==> src/hdl/ttpf_pkg.sv <==
package ttpf_pkg;

    localparam int TAG_LIMIT_DEF = 6;

    // Characters the tag parser looks for
    localparam logic [7:0] CH_MARK  = 8'h24;
    localparam logic [7:0] CH_D     = 8'h44;
    localparam logic [7:0] CH_T     = 8'h54;
    localparam logic [7:0] CH_S     = 8'h53;
    localparam logic [7:0] CH_SLASH = 8'h2F;
    localparam logic [7:0] CH_NL    = 8'h0A;
    localparam logic [7:0] CH_NUL   = 8'h00;

    // Tag lengths including both marks: "$X$" and "$/X$"
    localparam int TAG_LEN_SHORT = 3;
    localparam int TAG_LEN_LONG  = 4;

    localparam logic [15:0] TAG_PAUSE_RST     = 16'd750;
    localparam logic [15:0] TYPING_PAUSE_RST  = 16'd100;
    localparam logic [15:0] NEWLINE_PAUSE_RST = 16'd200;

    localparam int CFG_IDX_W  = 2;
    localparam int CFG_DATA_W = 16;

    localparam logic [CFG_IDX_W-1:0] REG_TAG_PAUSE     = 2'd0;
    localparam logic [CFG_IDX_W-1:0] REG_TYPING_PAUSE  = 2'd1;
    localparam logic [CFG_IDX_W-1:0] REG_NEWLINE_PAUSE = 2'd2;

    localparam logic KIND_BYTE  = 1'b0;
    localparam logic KIND_PAUSE = 1'b1;

    typedef enum logic [2:0] {
        SEL_BYTE,
        SEL_TYPE,
        SEL_NL,
        SEL_DELAY,
        SEL_FLUSH
    } sel_t;

    typedef struct packed {
        logic accept;
        logic load;
        sel_t sel;
        logic last;
    } cmd_t;

    typedef struct packed {
        logic slot_free;
        logic plain;
        logic delay;
        logic flush;
        logic typ;
        logic nl;
        logic flush_end;
    } stat_t;

endpackage

==> src/hdl/ttpf_dp.sv <==
module ttpf_dp
    import ttpf_pkg::*;
#(
    parameter int TAG_LIMIT = TAG_LIMIT_DEF
)
(
    input  logic                  clk,
    input  logic                  rst_n,
    input  logic [7:0]            in_char,
    input  logic                  cfg_we,
    input  logic [CFG_IDX_W-1:0]  cfg_index,
    input  logic [CFG_DATA_W-1:0] cfg_data,
    input  cmd_t                  cmd,
    output stat_t                 stat,
    output logic                  out_valid,
    input  logic                  out_stall,
    output logic                  kind,
    output logic [7:0]            out_char,
    output logic [15:0]           pause_len,
    output logic                  last
);

    localparam int CNT_W = $clog2(TAG_LIMIT + 1);
    localparam int IDX_W = $clog2(TAG_LIMIT);

    logic [7:0]       tag_mem [TAG_LIMIT];
    logic [CNT_W-1:0] count_reg, count_next;
    logic             typing_reg, typing_next;
    logic             skip_reg, skip_next;
    logic             typ_reg, nl_reg;
    logic [IDX_W-1:0] idx_reg;
    logic [7:0]       char_reg;
    logic [15:0]      tag_pause_reg, typing_pause_reg, newline_pause_reg;

    logic             out_valid_reg;
    logic             kind_reg, kind_next;
    logic [7:0]       out_char_reg, out_char_next;
    logic [15:0]      pause_len_reg, pause_len_next;
    logic             last_reg;

    logic             in_tag, is_mark, plain, close, flush, delay, typ_now, nl_now;
    logic [CNT_W-1:0] cnt_inc;

    assign in_tag  = count_reg != '0;
    assign is_mark = in_char == CH_MARK;
    assign cnt_inc = count_reg + 1'b1;
    assign plain   = !in_tag && !is_mark;
    assign close   = in_tag && is_mark;
    assign flush   = in_tag && !is_mark && (cnt_inc == CNT_W'(TAG_LIMIT));
    assign delay   = close && (cnt_inc == CNT_W'(TAG_LEN_SHORT)) && (tag_mem[1] == CH_D);
    assign typ_now = plain && !skip_reg && typing_reg && (in_char != CH_NUL);
    assign nl_now  = plain && !skip_reg && (in_char == CH_NL);

    assign stat.slot_free = !out_valid_reg || !out_stall;
    assign stat.plain     = plain;
    assign stat.delay     = delay;
    assign stat.flush     = flush;
    assign stat.typ       = typ_reg;
    assign stat.nl        = nl_reg;
    assign stat.flush_end = idx_reg == IDX_W'(TAG_LIMIT - 1);

    always_comb
    begin
        count_next  = count_reg;
        typing_next = typing_reg;
        skip_next   = skip_reg;
        if (!in_tag)
        begin
            if (is_mark)
                count_next = CNT_W'(1);
        end
        else if (close || flush)
        begin
            count_next = '0;
        end
        else
        begin
            count_next = cnt_inc;
        end
        // Mode tags take effect on the closing mark
        if (close && (cnt_inc == CNT_W'(TAG_LEN_SHORT)))
        begin
            if (tag_mem[1] == CH_T)
                typing_next = 1'b1;
            else if (tag_mem[1] == CH_S)
                skip_next = 1'b1;
        end
        else if (close && (cnt_inc == CNT_W'(TAG_LEN_LONG)) && (tag_mem[1] == CH_SLASH))
        begin
            if (tag_mem[2] == CH_T)
                typing_next = 1'b0;
            else if (tag_mem[2] == CH_S)
                skip_next = 1'b0;
        end
    end

    always_ff @(posedge clk or negedge rst_n)
    begin
        if (!rst_n)
        begin
            count_reg         <= '0;
            typing_reg        <= 1'b0;
            skip_reg          <= 1'b0;
            typ_reg           <= 1'b0;
            nl_reg            <= 1'b0;
            idx_reg           <= '0;
            tag_pause_reg     <= TAG_PAUSE_RST;
            typing_pause_reg  <= TYPING_PAUSE_RST;
            newline_pause_reg <= NEWLINE_PAUSE_RST;
            out_valid_reg     <= 1'b0;
        end
        else
        begin
            if (cmd.accept)
            begin
                count_reg  <= count_next;
                typing_reg <= typing_next;
                skip_reg   <= skip_next;
                typ_reg    <= typ_now;
                nl_reg     <= nl_now;
                idx_reg    <= '0;
            end
            else if (cmd.load && (cmd.sel == SEL_FLUSH))
            begin
                idx_reg <= idx_reg + 1'b1;
            end

            if (cfg_we)
            begin
                case (cfg_index)
                    REG_TAG_PAUSE:     tag_pause_reg     <= cfg_data;
                    REG_TYPING_PAUSE:  typing_pause_reg  <= cfg_data;
                    REG_NEWLINE_PAUSE: newline_pause_reg <= cfg_data;
                    default: ;
                endcase
            end

            if (cmd.load)
                out_valid_reg <= 1'b1;
            else if (!out_stall)
                out_valid_reg <= 1'b0;
        end
    end

    // Tag buffer and item payload carry no reset
    always_ff @(posedge clk)
    begin
        if (cmd.accept)
        begin
            char_reg <= in_char;
            if (in_tag || is_mark)
                tag_mem[count_reg[IDX_W-1:0]] <= in_char;
        end
        if (cmd.load)
        begin
            kind_reg      <= kind_next;
            out_char_reg  <= out_char_next;
            pause_len_reg <= pause_len_next;
            last_reg      <= cmd.last;
        end
    end

    always_comb
    begin
        kind_next      = KIND_PAUSE;
        out_char_next  = 8'h00;
        pause_len_next = 16'h0000;
        case (cmd.sel)
            SEL_BYTE:
            begin
                kind_next     = KIND_BYTE;
                out_char_next = char_reg;
            end
            SEL_FLUSH:
            begin
                kind_next     = KIND_BYTE;
                out_char_next = tag_mem[idx_reg];
            end
            SEL_TYPE:  pause_len_next = typing_pause_reg;
            SEL_NL:    pause_len_next = newline_pause_reg;
            SEL_DELAY: pause_len_next = tag_pause_reg;
            default:   pause_len_next = 16'h0000;
        endcase
    end

    assign out_valid = out_valid_reg;
    assign kind      = kind_reg;
    assign out_char  = out_char_reg;
    assign pause_len = pause_len_reg;
    assign last      = last_reg;

endmodule

==> src/hdl/ttpf_ctrl.sv <==
module ttpf_ctrl
    import ttpf_pkg::*;
(
    input  logic  clk,
    input  logic  rst_n,
    input  logic  in_valid,
    output logic  in_stall,
    input  stat_t stat,
    output cmd_t  cmd
);

    typedef enum logic [5:0] {
        ST_IDLE  = 6'b000001,
        ST_BYTE  = 6'b000010,
        ST_TYPE  = 6'b000100,
        ST_NL    = 6'b001000,
        ST_DELAY = 6'b010000,
        ST_FLUSH = 6'b100000
    } state_t;

    state_t state_reg, state_next;

    always_comb
    begin
        state_next = state_reg;
        cmd.accept = 1'b0;
        cmd.load   = 1'b0;
        cmd.sel    = SEL_BYTE;
        cmd.last   = 1'b0;
        case (state_reg)
            ST_IDLE:
            begin
                cmd.accept = in_valid;
                if (in_valid)
                begin
                    if (stat.plain)
                        state_next = ST_BYTE;
                    else if (stat.delay)
                        state_next = ST_DELAY;
                    else if (stat.flush)
                        state_next = ST_FLUSH;
                end
            end
            ST_BYTE:
            begin
                cmd.sel  = SEL_BYTE;
                cmd.last = !stat.typ && !stat.nl;
                if (stat.slot_free)
                begin
                    cmd.load = 1'b1;
                    if (stat.typ)
                        state_next = ST_TYPE;
                    else if (stat.nl)
                        state_next = ST_NL;
                    else
                        state_next = ST_IDLE;
                end
            end
            ST_TYPE:
            begin
                cmd.sel  = SEL_TYPE;
                cmd.last = !stat.nl;
                if (stat.slot_free)
                begin
                    cmd.load   = 1'b1;
                    state_next = stat.nl ? ST_NL : ST_IDLE;
                end
            end
            ST_NL:
            begin
                cmd.sel  = SEL_NL;
                cmd.last = 1'b1;
                if (stat.slot_free)
                begin
                    cmd.load   = 1'b1;
                    state_next = ST_IDLE;
                end
            end
            ST_DELAY:
            begin
                cmd.sel  = SEL_DELAY;
                cmd.last = 1'b1;
                if (stat.slot_free)
                begin
                    cmd.load   = 1'b1;
                    state_next = ST_IDLE;
                end
            end
            ST_FLUSH:
            begin
                cmd.sel  = SEL_FLUSH;
                cmd.last = stat.flush_end;
                if (stat.slot_free)
                begin
                    cmd.load = 1'b1;
                    if (stat.flush_end)
                        state_next = ST_IDLE;
                end
            end
            default:
            begin
                state_next = ST_IDLE;
            end
        endcase
    end

    always_ff @(posedge clk or negedge rst_n)
    begin
        if (!rst_n)
            state_reg <= ST_IDLE;
        else
            state_reg <= state_next;
    end

    assign in_stall = state_reg != ST_IDLE;

endmodule

==> src/hdl/text_tag_pacing_filter.sv <==
// The first result of an item is loaded in the state entered on acceptance, then
// registered on the output. The sequencer loads one result per cycle while the output
// slot is free; the next item is taken once the last result is loaded (tag pause,
// plain byte and its pauses, raw tag buffer flush); a buffered tag byte loads none.
// Reset clears tag count, modes, control and output valid; the pause registers
// return to 750, 100 and 200 ms. The tag buffer is not cleared.
module text_tag_pacing_filter
    import ttpf_pkg::*;
#(
    parameter int TAG_LIMIT = TAG_LIMIT_DEF
)
(
    input  logic                  clk,
    input  logic                  rst_n,
    input  logic                  in_valid,
    output logic                  in_stall,
    input  logic [7:0]            in_char,
    output logic                  out_valid,
    input  logic                  out_stall,
    output logic                  kind,
    output logic [7:0]            out_char,
    output logic [15:0]           pause_len,
    output logic                  last,
    input  logic                  cfg_we,
    input  logic [CFG_IDX_W-1:0]  cfg_index,
    input  logic [CFG_DATA_W-1:0] cfg_data
);

    cmd_t  cmd;
    stat_t stat;

    ttpf_ctrl u_ctrl (
        .clk      (clk),
        .rst_n    (rst_n),
        .in_valid (in_valid),
        .in_stall (in_stall),
        .stat     (stat),
        .cmd      (cmd)
    );

    ttpf_dp #(
        .TAG_LIMIT (TAG_LIMIT)
    ) u_dp (
        .clk       (clk),
        .rst_n     (rst_n),
        .in_char   (in_char),
        .cfg_we    (cfg_we),
        .cfg_index (cfg_index),
        .cfg_data  (cfg_data),
        .cmd       (cmd),
        .stat      (stat),
        .out_valid (out_valid),
        .out_stall (out_stall),
        .kind      (kind),
        .out_char  (out_char),
        .pause_len (pause_len),
        .last      (last)
    );

endmodule

==> config.mk <==
export PLATFORM = sky130hd
export DESIGN_NAME = text_tag_pacing_filter
export DESIGN_NICKNAME = d
export VERILOG_FILES = /design/src/hdl/ttpf_pkg.sv /design/src/hdl/ttpf_dp.sv /design/src/hdl/ttpf_ctrl.sv /design/src/hdl/text_tag_pacing_filter.sv
export SDC_FILE = /design/constraint.sdc
export NUM_CORES = 1
export LEC_CHECK = 0
export ABC_AREA = 1
export ABC_CLOCK_PERIOD_IN_PS = 2910
export BUFFER_PORTS_ARGS = -buffer_cell sky130_fd_sc_hd__buf_4
export CORE_MARGIN = 2
export CORE_UTILIZATION = 54
export DETAILED_ROUTE_END_ITERATION = 16
export HOLD_SLACK_MARGIN = 0.03
export PLACE_DENSITY = 0.88
export REMOVE_ABC_BUFFERS = 1
export SLEW_MARGIN = 30
export SYNTH_ARGS = -nofsm -noshare
export SYNTH_HDL_FRONTEND = slang
export SYNTH_HIERARCHICAL = 1
export SYNTH_SLANG_ARGS = --single-unit
==> constraint.sdc <==
create_clock -name clk -period 2.91 [get_ports clk]
set_input_delay 0.291 -clock clk [delete_from_list [all_inputs] [get_ports clk]]
set_output_delay 0.291 -clock clk [all_outputs]
set_load 0.005 [all_outputs]
## Yosys cells after proc, flatten, opt, wreduce, memory -nomap -nowiden

Memory sizes are Yosys's and may differ from the RTL's.
Cells that the tools add are included.

- Flip-flop bits (word level): 99
- Bits in writable memories: 48
- Bits of input ports: 31
- Logic and storage cells: 136
- Memories kept: 1

- Add/subtract/negate cells: 2
- Equality and inequality tests: 37
- Multiplexer cells: 38
- Reductions and logical operators: 42

Memory list:

| name | words | width | rd ports | clocked after Yosys merged registers in | wr ports | RTL line | source |
|---|---|---|---|---|---|---|---|
| u_dp.tag_mem | 6 | 8 | 3 | 0 | 1 | ttpf_dp.sv:26 | `logic [7:0] tag_mem [TAG_LIMIT];` |

Operator list:

| operator | number |
|---|---|
| $mux W6 | 10 |
| $pmux W16 S3 | 1 |
| $eq A8 B7 Y1 const B | 5 |
| $pmux W6 S5 | 1 |
| $pmux W5 S5 | 1 |
| $mux W1 | 18 |
| $eq A8 B6 Y1 const B | 2 |
| $pmux W8 S2 | 1 |
| $mux W3 | 5 |
| $logic_and A1 B1 Y1 | 14 |
| $ne A2 B2 Y1 const B | 7 |
| $eq A3 B3 Y1 const B | 4 |
| $reduce_bool A2 Y1 | 5 |
| $eq A3 B2 Y1 const B | 3 |
| $eq A8 B4 Y1 const B | 1 |
| $ne A2 B1 Y1 const B | 4 |
| $reduce_and A2 Y1 | 4 |
| $reduce_bool A8 Y1 | 1 |
| $logic_not A1 Y1 | 7 |
| $reduce_and A7 Y1 | 1 |
| $add A3 B1 Y3 const B | 2 |
| $eq A6 B1 Y1 const B | 1 |
| $eq A6 B2 Y1 const B | 1 |
| $eq A6 B3 Y1 const B | 1 |
| 16 further kinds | 19 |

## Longest topological paths before layout

- Depth in word-level cells: 9
- Mapped depth: 16

## Modules after synthesis

Netlist, hierarchy kept.

Modules (own cells, without submodules):

| module | times used | cells an instance | area each (µm²) | sequential area each (µm²) |
|---|---|---|---|---|
| ttpf_dp | 1 | 573 | 6023.3 | 3955.0 |
| ttpf_ctrl | 1 | 81 | 559.3 | 151.4 |

## Worst setup path after synthesis

No wires, ideal clock.

- Kind: register to register
- Start: reg u_ctrl.state_reg[0]
- End: mem u_dp.tag_mem[1][0], enable pin
- Arrival: 2610 ps
- Data required time: 2527 ps
- Setup slack: -83 ps
- Stages on the path, launching flop included: 10
- Clock period less this slack: 2993 ps
- Cells stage by stage: dfstp_2 -> inv_1 -> nor2_2 -> nand3_2 -> nor2_1 -> clkbuf_1 -> inv_1 -> nor2_2 -> inv_1 -> nor3_1

RTL lines:

| what | RTL line | source |
|---|---|---|
| start, declared | ttpf_ctrl.sv:21 | `state_t state_reg, state_next;` |
| start signal, assigned | ttpf_ctrl.sv:112 | `state_reg <= state_next;` |
| end, declared | ttpf_dp.sv:26 |  |

==> impl_metrics.py <==
metrics = {
    "cts": {
        "h-tree-depth": 4,
        "clockBufferDepth": 2,
        "clk_latency_ns": 0.42,
        "cts_tree": "built",
        "root_buffer": "clkbuf_16",
        "numCtsBuffers": 17,
        "cts_num_sinks": 147,
        "clk_pin_slew_ns": 0.06,
    },
    "global_route": {
        "first_global_vias": 5077,
        "grt_use_met1_pct": 29.4,
        "grt_use_total_pct": 24.1,
        "grt.overflow.total": 0,
        "busiest_layer": "met2",
        "use_met3_pct": 7.68,
        "grt_pass1_wl_um": 24200,
        "met2_usage_pct": 39.5,
        "grt_max_degree": 66,
        "antenna_found_initial": 0,
    },
    "place": {
        "portBuffers": 58,
        "gp_congestion": 0.885,
        "dpl.hpwl_um": 9450,
        "dp.cells": 848,
        "post_dp_cell_area_um2": 7220,
    },
    "synth": {
        "avgSynthCellArea_um2": 10.1,
        "netlist_area_um2": 6580,
        "yosysSeqAreaShare_pct": 62.4,
        "yosysUniqueCellTypes": 35,
        "synth-seq-cells": 147,
        "synth_warnings": 6,
        "syn_inst": 654,
    },
    "worst_setup_path": {
        "crit_path_cell_trace": "ha_1 > inv_1 > nand2_1 > nand2_2 > nor2_2 > nand3_2 > inv_2 > nand2_1 > nor4_1 > or2_2 > nor2_2 > nor2_4 > nand2_2 > nand2_1 > nand2_1",
        "crit_path_frequent_cell": "nand2_1",
        "cp_slowest_cell": "nor4_1",
        "cp_max_fo": 7,
        "cpPeakStageDelay_ns": 0.47,
        "cp_data_required_time_ns": 3.22,
        "cp-end-kind": "register",
        "worst_ep_arrival_time_ns": 2.86,
        "critical_path_class": "reg2reg",
        "start_kind": "register",
    },
    "finish": {
        "fillers": 864,
        "antenna_cells": 0,
        "drive_above_1_share_pct": 19.9,
        "largest_reg_flops": 48,
        "most-common-layout-cells": "153 x nand2_1, 82 x edfxtp_1, 77 x o21ai_0",
        "design_area_um2": 7790,
        "layout.cells.non_filler": 881,
        "final_nets": 759,
        "final_util_pct": 65.2,
        "syn_to_final_growth_pct": 18.4,
        "layout_commonest_cell": "nand2_1",
    },
    "sta": {
        "skew_ns": 0.00820,
        "tightest_slew_ns": 0.810,
        "setup-tns-final_ns": 0,
        "finalSetupViolCount": 0,
        "rsz0062_at_grt": "no",
        "slew_viol_final": 0,
        "period_needed_ns": 2.55,
        "relSlewSlack_pct": 46.0,
        "fmax_mhz": 392,
        "period_share_pct": 87.6,
        "final_hold_viol_count": 0,
    },
    "route": {
        "ant_nets": 0,
        "drt_wl_total_um": 14900,
        "dr.pass1.iters": 6,
        "drc": 0,
        "detail_route.vias_per_cell": 5.75,
        "via_count": 5065,
        "drt-initial-drc-count": 687,
        "wl_per_cell_um": 16.9,
    },
    "die": {
        "rows": 40,
        "initial_core_util_pct": 55.0,
        "die_y_um": 114,
        "ios": 59,
        "coreArea_um2": 12000,
        "dieWidth_um": 114,
        "die_area_um2": 13100,
    },
    "power": {
        "p_leak_nw": 3.40,
        "peakVddDrop_mv": 0.492,
        "power.total_mw": 6.47,
        "p_per_area_nw_per_um2": 830,
    },
    "run": {
        "cap_viol_max_count": 0,
    },
    "run_status": {
        "outcome": "completed",
    },
    "worst_hold_path": {
        "hold_path.class": "in2reg",
    },
}
kinds of logic after synthesis:
group	after synthesis	share of synthesized area [%]
flip-flops	147	62.4
buffers and inverters	95	5.84
AO/OA/AOI/OAI	122	10.3
AND/OR/NAND/NOR	283	20.1
adder cells (fa/ha/maj)	7	1.33
path summary, 6_finish.rpt:
| path | startpoint | to | slack [ns] | cells after the start |
|---|---|---|---|---|
| max in group asynchronous | rst_n | u_dp/typing_pause_reg[9] | 1.87 | 2 |
| min in group asynchronous | rst_n | u_dp/typing_pause_reg[8] | 0.50 | 2 |
| worst max-delay path | u_dp/count_reg[1] | u_ctrl/state_reg[3] | 0.36 | 15 |
| worst min register to register | u_dp/typing_pause_reg[11] | u_dp/typing_pause_reg[11] | 0.49 | 2 |
| worst max register to register | u_dp/count_reg[1] | u_ctrl/state_reg[3] | 0.36 | 15 |
| worst min-delay path | in_char[5] | u_dp/tag_mem[4][5] | 0.12 | 1 |
where the power goes:
group / internal [mW] / switching (mW) / leakage (nW) / total, mW
clock: 1.27 / 0.803 / 0.268 / 2.07
sequential: 2.62 / 0.200 / 1.55 / 2.82
combinational: 0.557 / 1.02 / 1.58 / 1.58
metrics by stage:
step                hold WS (ns)  setup WS [ns]
floorplan               -0.00459         -0.172
global placement           0.420          0.525
detailed placement         0.429          0.417
CTS                        0.101          0.388
global route               0.103          0.134
finish                     0.116          0.360
final cells by class:
type | instances | area (um2) | area share (%)
clock buffer | 21 | 450 | 5.78
clock inverter | 11 | 111 | 1.43
inverter | 70 | 263 | 3.37
multi-input combinational | 412 | 2120 | 27.1
sequential | 147 | 4110 | 52.7
tap | 147 | 184 | 2.36
timing repair buffer | 73 | 563 | 7.22
critical path, delay by kind of cell, from the launching register on:
family	cells	cell delay (ns)
adders and majority gates	1	0.23
DFF	1	0.43
buffers and inverters	2	0.16
and+or+nand+nor	12	1.63
cells in the mapped netlist (all sizes together):
master  instances  share of area, %
o211ai          6              0.68
o22ai           4              0.38
or2             2              0.19
nand2         159               9.4
clkinv          3              0.17
a21oi          18               1.4
nor3           12               1.1
ha              7               1.3
nor2           47               3.9
a21boi          1              0.11
edfxtp         82                37
a22oi          12               1.4
o221ai          1              0.13
dfstp          14               5.6
nand4           9              0.86
nor4            5              0.48
dfrtp          51                19
nand3          49               4.2
o21ai          79               6.2
buf            10              0.99
o21a            1              0.11
inv            67               3.8
clkbuf         15              0.86
layer usage:
layer  up-vias  routed length [um]
li1       2347                   -
met1      2411                5740
met2       263                7430
met3        44                1270
met4         0                 444
met5         -                   0
what timing repair did:
action                                  4_1_cts  5_1_grt
endpoints found under the setup margin        0        0
gates resized for setup                       0        0
setup buffers                                 0        0
endpoints found under the hold margin        51        0
hold buffers                                  1        0
Note: power is estimated with default switching activity, not from simulation.
